**src/hw/rtl/srg_pkg.sv**
```systemverilog
// Shared types, constants and codes of the subtractive random generator.
package srg_pkg;

  // Lag table geometry
  localparam int unsigned TABLE_DEPTH = 56;
  localparam int unsigned ADDR_W      = 6;
  localparam int unsigned DATA_W      = 32;
  localparam int unsigned CFG_IDX_W   = 2;

  localparam logic [ADDR_W-1:0] LAG_FIRST    = 6'd1;
  localparam logic [ADDR_W-1:0] LAG_LAST     = 6'd55;
  localparam logic [ADDR_W-1:0] LAG_START    = 6'd21;
  localparam logic [ADDR_W-1:0] SCATTER_STEP = 6'd21;
  localparam logic [ADDR_W-1:0] SCATTER_LAST = 6'd54;
  localparam logic [ADDR_W-1:0] MIX_SPLIT    = 6'd24;
  localparam logic [ADDR_W-1:0] MIX_FWD      = 6'd31;
  localparam logic [1:0]        MIX_LAST_PASS = 2'd3;

  // Arithmetic constants
  localparam logic [DATA_W-1:0] LAG_M        = 32'h7fff_ffff;
  localparam logic [DATA_W-1:0] LAG_M_LESS   = 32'h7fff_fffe;
  localparam logic [DATA_W-1:0] MIN_INT      = 32'h8000_0000;
  localparam logic [DATA_W-1:0] LARGE_DIV    = 32'hffff_fffd;
  localparam logic [DATA_W:0]   LARGE_BIAS   = 33'd2147483646;
  localparam logic [DATA_W-2:0] RESET_OFFSET = 31'd161803398;

  // Divider sizing: three folds of the 64-bit product, then one compare and subtract
  localparam int unsigned PROD_W = 2 * DATA_W;
  localparam int unsigned CNT_W  = 2;
  localparam logic [CNT_W-1:0] DIV_LAST = 2'd3;

  typedef enum logic [1:0] {
    ACT_RESEED = 2'd0,
    ACT_RAW    = 2'd1,
    ACT_BELOW  = 2'd2,
    ACT_RANGE  = 2'd3
  } action_e;

  typedef enum logic [CFG_IDX_W-1:0] {
    REG_SEED        = 2'd0,
    REG_SEED_OFFSET = 2'd1
  } cfg_reg_e;

  typedef enum logic [3:0] {
    ST_IDLE,
    ST_SEED,
    ST_SCATTER,
    ST_MIX_RD,
    ST_MIX_WR,
    ST_DRAW_RD,
    ST_DRAW_WR,
    ST_PREP,
    ST_SCALE,
    ST_PUSH
  } srg_state_e;

  typedef enum logic [2:0] {
    SC_IDLE,
    SC_ABS,
    SC_MUL,
    SC_DIV,
    SC_FIN
  } scale_state_e;

  // Channel payloads
  typedef struct packed {
    logic [1:0]               action;
    logic signed [DATA_W-1:0] lower_bound;
    logic signed [DATA_W-1:0] upper_bound;
  } in_item_t;

  typedef struct packed {
    logic signed [DATA_W-1:0] value;
  } out_item_t;

  typedef struct packed {
    logic [CFG_IDX_W-1:0] index;
    logic [DATA_W-1:0]    data;
  } cfg_item_t;

  // Lag table port bundle
  typedef struct packed {
    logic [ADDR_W-1:0] rd_addr_a;
    logic [ADDR_W-1:0] rd_addr_b;
    logic              wr_en;
    logic [ADDR_W-1:0] wr_addr;
    logic [DATA_W-1:0] wr_data;
  } mem_req_t;

  // Scaling request: result = addend + trunc(x * y / divisor)
  typedef struct packed {
    logic              wide;
    logic [DATA_W:0]   x;
    logic [DATA_W:0]   y;
    logic [DATA_W-1:0] addend;
  } scale_req_t;

endpackage

```
**src/hw/rtl/srg_lag_mem.sv**
```systemverilog
// Lag table memory: one write port, two registered read ports.
module srg_lag_mem (
  input  logic                           clk_i,
  input  srg_pkg::mem_req_t              req_i,
  output logic [srg_pkg::DATA_W-1:0]     rd_data_a_o,
  output logic [srg_pkg::DATA_W-1:0]     rd_data_b_o
);

  logic [srg_pkg::DATA_W-1:0] mem_q [srg_pkg::TABLE_DEPTH];
  logic [srg_pkg::DATA_W-1:0] rd_a_q;
  logic [srg_pkg::DATA_W-1:0] rd_b_q;

  // Write one entry
  always_ff @(posedge clk_i) begin
    if (req_i.wr_en) begin
      mem_q[req_i.wr_addr] <= req_i.wr_data;
    end
  end

  // Read two entries, registered
  always_ff @(posedge clk_i) begin
    rd_a_q <= mem_q[req_i.rd_addr_a];
    rd_b_q <= mem_q[req_i.rd_addr_b];
  end

  assign rd_data_a_o = rd_a_q;
  assign rd_data_b_o = rd_b_q;

endmodule

```
**config.mk**
```make
export PLATFORM = sky130hd
export DESIGN_NAME = srg_lag_mem
export DESIGN_NICKNAME = d
export VERILOG_FILES = /design/src/hw/rtl/srg_pkg.sv /design/src/hw/rtl/srg_lag_mem.sv
export SDC_FILE = /design/constraint.sdc
export NUM_CORES = 2
export LEC_CHECK = 0
export BUFFER_PORTS_ARGS = -buffer_cell sky130_fd_sc_hd__buf_2
export CAP_MARGIN = 20
export CORE_MARGIN = 2
export CORE_UTILIZATION = 57
export CTS_CLUSTER_DIAMETER = 60
export DETAILED_ROUTE_END_ITERATION = 10
export HOLD_SLACK_MARGIN = 0.03
export PLACE_DENSITY_LB_ADDON = 0.2
export SLEW_MARGIN = 20
export SYNTH_ARGS = -nofsm -noshare
export SYNTH_HDL_FRONTEND = slang
export SYNTH_SLANG_ARGS = --single-unit
export TNS_END_PERCENT = 1
```
**constraint.sdc**
```tcl
create_clock -name clk_i -period 3.4 [get_ports clk_i]
set_input_delay 0.34 -clock clk_i [delete_from_list [all_inputs] [get_ports clk_i]]
set_output_delay 0.34 -clock clk_i [all_outputs]
set_load 0.05 [all_outputs]
```
==> results.yml <==
detailed_routing:
  wl_per_cell_um: 41.0
  drtIter0Drc: 7905
  drtPass1Iterations: 5
  antenna_left: 0
  vias: 49200
  via_per_inst: 7.55
  drt-total-wl_mm: 267
  drc_errors: 0
finish:
  finalInstanceArea_sq_mm: 0.0954
  synthToLayoutAreaGrowth_pct: 13.5
  layout_common_cells: "1792 x edfxtp_1, 845 x mux4_2, 263 x mux2i_1"
  fin_util_pct: 65.4
  final_common_cell: "edfxtp_1"
  nets: 4466
  drive_gt1_share_pct: 37.7
die:
  chipHeight_um: 388
  design.core.area_sq_mm: 0.146
  start_util_pct: 57.6
  die_area_sq_mm: 0.150
  fp.dieW_um: 388
  ios: 116
  rows: 140
global_routing:
  first_global_vias: 48500
  grt_max_degree: 62
  overflow: 0
  grt_pass1_wl_mm: 373
  grt_usage_pct: 35.9
  antenna_found_initial: 39
place:
  dp_slack_ps: 34.1
  gp_congestion: 0.907
  io_buffers: 115
  detailed_place_hpwl_mm: 167
  placed_cell_area_sq_mm: 0.0890
clocking:
  htreeDepth: 4
  post_cts_buffers: 0
  cts_buffers: 192
  clockBufferDepth: 3
  cts.clk_slew.worst_paths_ps: 60
  cts_tree: "yes"
  clock-sinks: 1856
  insertion_delay_ps: 840
  root_buffer: "clkbuf_16"
  postCtsHoldBufs: 0
  post_cts_resized: 0
timing:
  final.setup.tns_ps: 0
  finalClockSkew_ps: 26.8
  finalMaxSlewViolations: 0
  setup_viol: 0
  setup_ws_ps: 920
  hold_violations: 0
  fin_crit_ps: 2480
  finalCritPeriodShare_pct: 72.9
  slew-limit-headroom_pct: 20.7
  worstMarginPinSlew_ps: 1190
  rsz0062_at_grt: "false"
  max_clock_freq_mhz: 403
synthesis:
  synth_top_area_share_pct: 64.1
  ys.flop_type: "edfxtp_1"
  syn_avg_cell_area_sq_um: 20.4
  synth.area.top_cells: "edfxtp_1 64%, mux4_2 23%, mux2i_1 3.1%"
  syn_inst: 4123
  syn-num-nets: 4175
  syn_area_sq_mm: 0.0840
  synth_edf_count: 1792
  yosysWarnings: 0
  ys_seq_elements: 1856
  synth_area_leader_cell: "edfxtp_1"
  seq_area_frac_synth_pct: 65.6
  synthArstFlopShare_pct: 0
  ys_types: 50
status:
  status: "finished, final reports clean"
critical_path:
  crit_buf_inv: 3
  cpPeakStageDelay_ps: 860
  required_ps: 4050
  cp_slowest_cell: "o41ai_1"
  cp.arrival_ps: 3130
  worst-path-max-fanout: 35
  crit_path_end_kind: "flop"
  crit_chain: "buf_8, buf_4, nor3b_4, buf_12, a22oi_1, nand2_1, nor2_1, o41ai_1"
  crit_type: "primary input to flop"
  start_kind: "primary input"
  critPathTopFamily: "buffers and inverters"
hold_path:
  hold_class: "primary input to flop"
pwr:
  cellLeakagePower_uw: 0.0306
  totalPowerFinal_uw: 51100
  ir_drop_mv: 0.620
  powerDensity_mw_per_mm2: 535
job:
  drv_cap: 0
[path summary, 6_finish.rpt]
kind / from / end / slack (ps) / cells past startpoint
min: req_i[49] / rd_data_a_o[16] / 130 / 2
max: req_i[39] / rd_data_b_o[17] / 920 / 8
max reg2reg: mem_q[21][9] / rd_data_b_o[9] / 1150 / 5
min reg2reg: mem_q[36][14] / rd_data_a_o[14] / 860 / 4
[flip-flops by register name (all words and copies together), names as in the netlist]
name / flops
mem_q: 1792
rd_data_b_o: 32
rd_data_a_o: 32
[cells in the mapped netlist (4+ instances only)]
master	n
nor2b_1	40
mux4_2	845
buf_2	145
edfxtp_1	1792
o41a_1	8
buf_4	35
a32o_1	29
a211oi_1	28
a21oi_1	49
o22ai_1	120
mux2i_1	263
o41ai_1	23
buf_6	16
mux2_2	89
clkbuf_1	114
o2111ai_1	29
a221oi_1	32
a22oi_1	53
or4_1	23
nand3_1	4
nand2_1	129
a221o_1	8
o211ai_1	6
dfxtp_1	64
nor2_1	102
buf_1	23
a31oi_1	4
a2111oi_0	8
nand2b_1	6
[power breakdown]
part | switching, uW | total (uW) | internal (uW)
sequential | 221 | 25500 | 25300
combinational | 2740 | 4430 | 1690
clock | 8910 | 21100 | 12200
[kinds of logic (layout without fill, tap and decap cells)]
group / Yosys count / count (layout) / share of synthesized area, %
muxes: 1197 / 1197 / 27.0
and+or+nand+nor: 323 / 323 / 1.78
AOI/OAI and AO/OA: 412 / 412 / 3.64
other: 0 / 20 / 0
buffers and inverters: 335 / 793 / 2.01
DFF: 1856 / 1856 / 65.6
[per-layer routing]
metal	GRT usage [%]	vias to the layer above	part of all wire, %
met3	10.9	729	15
met1	49.2	25800	34
met4	15.8	20	4.9
li1	-	18600	-
met5	0	-	0.043
met2	53.9	3984	46
[worst register-to-register path: stages, from the launching register on]
cell and delay [ps]:
edfxtp_1 390, mux4_2 470, nor2b_1 140, a2111oi_0 580, o41a_1 450, nor2_1 90
[metrics by stage]
step | cells | hold slack, ps
after detailed placement | 6137 | 811
final | 6518 | 129
after global routing | 6511 | 107
after floorplan | 4123 | 439
after global placement | 6137 | 811
after CTS | 6498 | 67.8
[area by class of cell]
class                   count  area (sq um)
fillers                  9447         50500
diodes                     20          50.0
well taps                1917          2400
clock buffers             264          5360
clock inverters            97           941
inverters                   2          7.51
flip-flops and latches   1856         55100
multi-input cells        1932         27700
repair buffers            430          3820
Power figures use the tool's default switching activity.
