### src/hw/rtl/srg_pkg.sv
// Shared types, constants and codes of the subtractive random generator.
package srg_pkg;

  // Lag table geometry
  localparam int unsigned TABLE_DEPTH = 56;
  localparam int unsigned ADDR_W      = 6;
  localparam int unsigned DATA_W      = 32;
  localparam int unsigned CFG_IDX_W   = 2;

  localparam logic [ADDR_W-1:0] LAG_FIRST    = 6'd1;
  localparam logic [ADDR_W-1:0] LAG_LAST     = 6'd55;
  localparam logic [ADDR_W-1:0] LAG_START    = 6'd21;
  localparam logic [ADDR_W-1:0] SCATTER_STEP = 6'd21;
  localparam logic [ADDR_W-1:0] SCATTER_LAST = 6'd54;
  localparam logic [ADDR_W-1:0] MIX_SPLIT    = 6'd24;
  localparam logic [ADDR_W-1:0] MIX_FWD      = 6'd31;
  localparam logic [1:0]        MIX_LAST_PASS = 2'd3;

  // Arithmetic constants
  localparam logic [DATA_W-1:0] LAG_M        = 32'h7fff_ffff;
  localparam logic [DATA_W-1:0] LAG_M_LESS   = 32'h7fff_fffe;
  localparam logic [DATA_W-1:0] MIN_INT      = 32'h8000_0000;
  localparam logic [DATA_W-1:0] LARGE_DIV    = 32'hffff_fffd;
  localparam logic [DATA_W:0]   LARGE_BIAS   = 33'd2147483646;
  localparam logic [DATA_W-2:0] RESET_OFFSET = 31'd161803398;

  // Divider sizing: three folds of the 64-bit product, then one compare and subtract
  localparam int unsigned PROD_W = 2 * DATA_W;
  localparam int unsigned CNT_W  = 2;
  localparam logic [CNT_W-1:0] DIV_LAST = 2'd3;

  typedef enum logic [1:0] {
    ACT_RESEED = 2'd0,
    ACT_RAW    = 2'd1,
    ACT_BELOW  = 2'd2,
    ACT_RANGE  = 2'd3
  } action_e;

  typedef enum logic [CFG_IDX_W-1:0] {
    REG_SEED        = 2'd0,
    REG_SEED_OFFSET = 2'd1
  } cfg_reg_e;

  typedef enum logic [3:0] {
    ST_IDLE,
    ST_SEED,
    ST_SCATTER,
    ST_MIX_RD,
    ST_MIX_WR,
    ST_DRAW_RD,
    ST_DRAW_WR,
    ST_PREP,
    ST_SCALE,
    ST_PUSH
  } srg_state_e;

  typedef enum logic [2:0] {
    SC_IDLE,
    SC_ABS,
    SC_MUL,
    SC_DIV,
    SC_FIN
  } scale_state_e;

  // Channel payloads
  typedef struct packed {
    logic [1:0]               action;
    logic signed [DATA_W-1:0] lower_bound;
    logic signed [DATA_W-1:0] upper_bound;
  } in_item_t;

  typedef struct packed {
    logic signed [DATA_W-1:0] value;
  } out_item_t;

  typedef struct packed {
    logic [CFG_IDX_W-1:0] index;
    logic [DATA_W-1:0]    data;
  } cfg_item_t;

  // Lag table port bundle
  typedef struct packed {
    logic [ADDR_W-1:0] rd_addr_a;
    logic [ADDR_W-1:0] rd_addr_b;
    logic              wr_en;
    logic [ADDR_W-1:0] wr_addr;
    logic [DATA_W-1:0] wr_data;
  } mem_req_t;

  // Scaling request: result = addend + trunc(x * y / divisor)
  typedef struct packed {
    logic              wide;
    logic [DATA_W:0]   x;
    logic [DATA_W:0]   y;
    logic [DATA_W-1:0] addend;
  } scale_req_t;

endpackage

### src/hw/rtl/srg_scale.sv
// Scaling unit: magnitude multiply, constant-divisor fold divide, signed offset.
module srg_scale (
  input  logic                        clk_i,
  input  logic                        rst_ni,
  input  logic                        start_i,
  input  srg_pkg::scale_req_t         req_i,
  output logic                        done_o,
  output logic [srg_pkg::DATA_W-1:0]  value_o
);

  localparam int unsigned W  = srg_pkg::DATA_W;
  localparam int unsigned PW = srg_pkg::PROD_W;

  srg_pkg::scale_state_e state_q, state_d;
  logic [srg_pkg::CNT_W-1:0] cnt_q, cnt_d;
  logic done_q, done_d;

  logic          wide_q, wide_d;
  logic [W:0]    x_q, x_d;
  logic [W:0]    y_q, y_d;
  logic [W-1:0]  addend_q, addend_d;
  logic          neg_q, neg_d;
  logic [W-1:0]  magx_q, magx_d;
  logic [W-1:0]  magy_q, magy_d;
  logic [PW-1:0] rem_q, rem_d;
  logic [W-1:0]  quo_q, quo_d;
  logic [W-1:0]  value_q, value_d;

  logic [W:0]    x_neg;
  logic [W:0]    y_neg;
  logic [W:0]    divisor;
  logic [W:0]    fold_hi;
  logic [W:0]    fold_lo;
  logic [W+2:0]  fold_sum;
  logic          take;

  // One fold: 2^31 is 1 mod M and 2^32 is 3 mod 2^32-3, so the high part moves
  // into the quotient and comes back into the remainder times 1 or 3
  always_comb begin
    x_neg   = (W+1)'(0) - x_q;
    y_neg   = (W+1)'(0) - y_q;
    divisor = {1'b0, (wide_q ? srg_pkg::LARGE_DIV : srg_pkg::LAG_M)};
    if (wide_q) begin
      fold_hi  = {1'b0, rem_q[PW-1:W]};
      fold_lo  = {1'b0, rem_q[W-1:0]};
      fold_sum = {1'b0, fold_hi, 1'b0} + {2'b00, fold_hi} + {2'b00, fold_lo};
    end else begin
      fold_hi  = rem_q[PW-1:W-1];
      fold_lo  = {2'b00, rem_q[W-2:0]};
      fold_sum = {2'b00, fold_hi} + {2'b00, fold_lo};
    end
    take = (rem_q[W:0] >= divisor);
  end

  // Sequence: latch, take magnitudes, multiply, divide, apply sign and offset
  always_comb begin
    state_d  = state_q;
    cnt_d    = cnt_q;
    done_d   = 1'b0;
    wide_d   = wide_q;
    x_d      = x_q;
    y_d      = y_q;
    addend_d = addend_q;
    neg_d    = neg_q;
    magx_d   = magx_q;
    magy_d   = magy_q;
    rem_d    = rem_q;
    quo_d    = quo_q;
    value_d  = value_q;
    case (state_q)
      srg_pkg::SC_IDLE: begin
        if (start_i) begin
          wide_d   = req_i.wide;
          x_d      = req_i.x;
          y_d      = req_i.y;
          addend_d = req_i.addend;
          state_d  = srg_pkg::SC_ABS;
        end
      end
      srg_pkg::SC_ABS: begin
        magx_d  = x_q[W] ? x_neg[W-1:0] : x_q[W-1:0];
        magy_d  = y_q[W] ? y_neg[W-1:0] : y_q[W-1:0];
        neg_d   = x_q[W] ^ y_q[W];
        state_d = srg_pkg::SC_MUL;
      end
      srg_pkg::SC_MUL: begin
        rem_d   = PW'(magx_q) * PW'(magy_q);
        quo_d   = '0;
        cnt_d   = '0;
        state_d = srg_pkg::SC_DIV;
      end
      srg_pkg::SC_DIV: begin
        cnt_d = cnt_q + srg_pkg::CNT_W'(1);
        if (cnt_q == srg_pkg::DIV_LAST) begin
          // Remainder now fits below twice the divisor: one compare and subtract
          quo_d   = quo_q + W'(take);
          state_d = srg_pkg::SC_FIN;
        end else begin
          rem_d = {{(PW-W-3){1'b0}}, fold_sum};
          quo_d = quo_q + fold_hi[W-1:0];
        end
      end
      srg_pkg::SC_FIN: begin
        value_d = neg_q ? (addend_q - quo_q) : (addend_q + quo_q);
        done_d  = 1'b1;
        state_d = srg_pkg::SC_IDLE;
      end
      default: begin
        state_d = srg_pkg::SC_IDLE;
      end
    endcase
  end

  // Control registers
  always_ff @(posedge clk_i or negedge rst_ni) begin
    if (!rst_ni) begin
      state_q <= srg_pkg::SC_IDLE;
      cnt_q   <= '0;
      done_q  <= 1'b0;
    end else begin
      state_q <= state_d;
      cnt_q   <= cnt_d;
      done_q  <= done_d;
    end
  end

  // Datapath registers
  always_ff @(posedge clk_i) begin
    wide_q   <= wide_d;
    x_q      <= x_d;
    y_q      <= y_d;
    addend_q <= addend_d;
    neg_q    <= neg_d;
    magx_q   <= magx_d;
    magy_q   <= magy_d;
    rem_q    <= rem_d;
    quo_q    <= quo_d;
    value_q  <= value_d;
  end

  assign done_o  = done_q;
  assign value_o = value_q;

endmodule

### config.mk
export PLATFORM = sky130hd
export DESIGN_NAME = srg_scale
export DESIGN_NICKNAME = d
export VERILOG_FILES = /design/src/hw/rtl/srg_pkg.sv /design/src/hw/rtl/srg_scale.sv
export SDC_FILE = /design/constraint.sdc
export NUM_CORES = 2
export LEC_CHECK = 0
export ABC_AREA = 1
export BUFFER_PORTS_ARGS = -buffer_cell sky130_fd_sc_hd__buf_2
export CORE_MARGIN = 3
export CORE_UTILIZATION = 45
export CTS_CLUSTER_SIZE = 16
export DETAILED_ROUTE_END_ITERATION = 16
export MAX_ROUTING_LAYER = met4
export PLACE_DENSITY = 0.72
export SLEW_MARGIN = 20
export SYNTH_ARGS = -nofsm -noshare
export SYNTH_HDL_FRONTEND = slang
export SYNTH_SLANG_ARGS = --single-unit
### constraint.sdc
create_clock -name clk_i -period 14.95 [get_ports clk_i]
set_input_delay 0.7475 -clock clk_i [delete_from_list [all_inputs] [get_ports clk_i]]
set_output_delay 0.7475 -clock clk_i [all_outputs]
set_load 0.05 [all_outputs]
==> impl_metrics.py <==
metrics = {
    "outcome": {
        "outcome": "finished, final reports clean",
    },
    "final_layout": {
        "layout.nets": 9074,
        "instances_no_fill": 9323,
        "final_area_sq_mm": 0.0609,
        "n_antenna_cell": 0,
        "area_growth_pct": 6.30,
        "drive_above_1_share": 0.0395,
        "utilization": 0.483,
        "num-fill-cells": 12151,
    },
    "logic_synthesis": {
        "yosysSeqAreaShare": 0.156,
        "synth_seq_cells": 298,
        "synthesis.nets": 9058,
        "synthCells": 7629,
        "netlist_area_sq_mm": 0.0573,
        "async_reset_ff_frac": 0.0201,
        "ys_warn_count": 0,
        "synth_edf_count": 292,
        "synth_cell_types": 52,
        "synthFlopType": "edfxtp_1",
        "syn_area_per_cell_sq_um": 7.51,
    },
    "timing": {
        "setup_violations": 0,
        "relSlewSlack": 0.333,
        "max_slew.worst_pin.slew_ps": 1000,
        "finalHoldViolCount": 0,
        "rsz0062_at_grt": "false",
        "clock.fmax_mhz": 133,
        "finalCritPeriodShare": 0.504,
        "finalSetupTns_ps": 0,
        "period_needed_ps": 7540,
        "maxSlewViolCount": 0,
        "finClkSkew_ps": 38.6,
    },
    "clock_tree": {
        "cts-resized-gates": 0,
        "cts.sinks": 298,
        "worstSkewPairLatency_ps": 590,
        "clk_pin_slew_worst_paths_ps": 70,
        "cts_buffer_depth": 3,
        "cts_inserted_buffers": 36,
        "cts_max_level": 2,
        "cts_tree": "done",
        "root_buffer": "clkbuf_16",
    },
    "placement": {
        "placed_cells": 9255,
        "gp_congestion": 0.987,
        "dp_hpwl_um": 136000,
        "place_area_sq_mm": 0.0598,
        "numPortBuffers": 134,
    },
    "setup_path": {
        "worst_setup_path_end_kind": "register",
        "required_ps": 15290,
        "path_max_fanout": 20,
        "crit_path_start_kind": "register",
        "critPathArrivalTime_ps": 7870,
        "crit_start": "magy_q[12]$_DFFE_PP_",
        "critical_path_class": "register to register",
        "r2r_start": "magy_q[12]$_DFFE_PP_",
    },
    "global_routing": {
        "antenna_found_initial": 1,
        "grt_pass1_vias": 49661,
        "grt_pass1_wl_um": 272000,
        "grt_overflow": 0,
        "grtUsageTotal": 0.272,
        "grt_max_degree": 68,
    },
    "worst_hold_path": {
        "hp-start": "req_i[65]",
        "hold_class": "input port to register",
    },
    "detailed_routing": {
        "wl_met2_um": 80200,
        "drc": 0,
        "wirelength_um": 172000,
        "routed-via-count": 48256,
        "viasPerCell": 5.18,
        "met3WireLength_um": 16100,
        "wl_per_cell_um": 18.5,
        "wl_met1_um": 69300,
        "drt_iter0_drc": 4154,
        "routed.top_layer": "met4",
        "firstDrtPassIters": 8,
        "drtAntennaViolNets": 0,
    },
    "die": {
        "dieArea_sq_mm": 0.132,
        "die_w_um": 363,
        "die_h_um": 363,
        "rows": 130,
        "fp.coreArea_sq_mm": 0.126,
        "initial_core_util": 0.455,
        "io_pins": 135,
    },
    "job": {
        "drv_cap": 0,
    },
}
-- final timing paths --
| check | slack (ps) | cells past startpoint | to |
|---|---|---|---|
| max | 7410 | 24 | rem_q[35]$_SDFFCE_PP0P_ |
| min | 330 | 1 | x_q[0]$_DFFE_PP_ |
| max reg2reg | 7410 | 24 | rem_q[35]$_SDFFCE_PP0P_ |
| min reg2reg | 520 | 1 | cnt_q[0]$_DFFE_PN0N_ |
| max in group asynchronous | 14150 | 2 | cnt_q[0]$_DFFE_PN0N_ |
| min in group asynchronous | 580 | 2 | done_o$_DFF_PN0_ |
-- through the flow --
stage | setup slack (ps) | hold slack, ps
after floorplan | 8630 | 426
after global placement | 7500 | 490
after detailed placement | 7450 | 504
after CTS | 7440 | 286
after global routing | 7010 | 302
final | 7410 | 325
-- critical path: stages (launching register included) --
cell,delay (ps)
edfxtp_1,640
buf_4,400
nand2_1,100
inv_1,100
fa_1,410
inv_1,80
fa_1,430
fa_1,510
fa_1,510
inv_1,60
fa_1,560
fa_1,450
fa_1,520
inv_1,60
fa_1,480
inv_1,40
ha_1,350
nand2_1,150
inv_1,80
nand2_1,110
o21ai_0,470
a21oi_1,80
nand2_1,230
o21ai_0,110
a21oi_1,340
-- cell usage after synthesis (5+ instances only) --
library cell	count	area, sq um
or2_2	7	43.8
fa_1	931	18600
edfxtp_1	292	8770
a21oi_1	267	1340
and2_1	6	37.5
nor2_2	8	50.1
nor3_1	44	220
nor4_1	11	68.8
nand4_1	31	194
nand3_1	199	996
o21ai_0	174	871
o21bai_1	30	225
ha_1	396	4950
o211ai_1	8	60.1
a21o_1	14	105
o21a_1	7	52.6
xnor2_1	44	385
dfrtp_1	6	150
o21ai_1	15	75.1
nand3b_1	16	120
nor2_1	450	1690
a31oi_1	12	75.1
clkbuf_1	221	830
nand2_1	2220	8330
nand3_2	5	50.1
xor2_1	99	867
buf_1	5	18.8
inv_1	2065	7750
nand2_2	5	31.3
buf_2	6	30.0
-- area by class of cell --
cell class	instances	area, sq um	share of cell area
Clock inverter	18	179	0.00294
Inverter	2068	7760	0.127
Multi-Input combinational cell	5031	39800	0.653
Tap cell	1650	2060	0.0339
Sequential cell	298	8920	0.146
Clock buffer	48	946	0.0155
Timing Repair Buffer	210	1260	0.0207
-- cell families after synthesis --
| logic type | after synthesis | synth area share |
|---|---|---|
| XOR/XNOR | 143 | 0.0219 |
| flip-flops | 298 | 0.156 |
| AND/OR/NAND/NOR | 3014 | 0.208 |
| buffers and inverters | 2300 | 0.151 |
| adder cells (fa/ha/maj) | 1327 | 0.412 |
| AO/OA/AOI/OAI | 547 | 0.0518 |
-- registers in the layout, summed over array words and instances (netlist names) --
name,count
quo_q,32
addend_q,32
rem_q,64
y_q,33
state_q,3
value_o,32
wide_q,1
cnt_q,2
x_q,33
magx_q,32
magy_q,32
done_o,1
neg_q,1
-- per-layer routing --
| metal | vias to the layer above | GRT usage |
|---|---|---|
| li1 | 22413 | - |
| met1 | 23199 | 0.347 |
| met2 | 2208 | 0.442 |
| met3 | 436 | 0.0446 |
| met4 | 0 | 0.0880 |
| met5 | - | - |
-- cell usage in the layout, fill, tap and decap left out, types with 16 or more instances in the layout --
| cell type | instances |
|---|---|
| clkbuf_16 | 36 |
| a21oi_1 | 267 |
| nand4_1 | 31 |
| o21ai_0 | 173 |
| xnor2_1 | 44 |
| nand2_1 | 2220 |
| fa_1 | 931 |
| edfxtp_1 | 292 |
| nand3_1 | 199 |
| ha_1 | 396 |
| buf_2 | 134 |
| nand3b_1 | 16 |
| o21bai_1 | 30 |
| xor2_1 | 99 |
| buf_4 | 74 |
| inv_1 | 2063 |
| nor3_1 | 42 |
| nor2_1 | 448 |
-- what timing repair did --
action,in CTS,in global routing
hold endpoints to repair,4,0
hold buffers,1,0
endpoints found under the setup margin,0,0
setup buffers,0,0
Power is not shown: default switching activity piles up to over one toggle a cycle in this logic, so the estimate is an artifact.
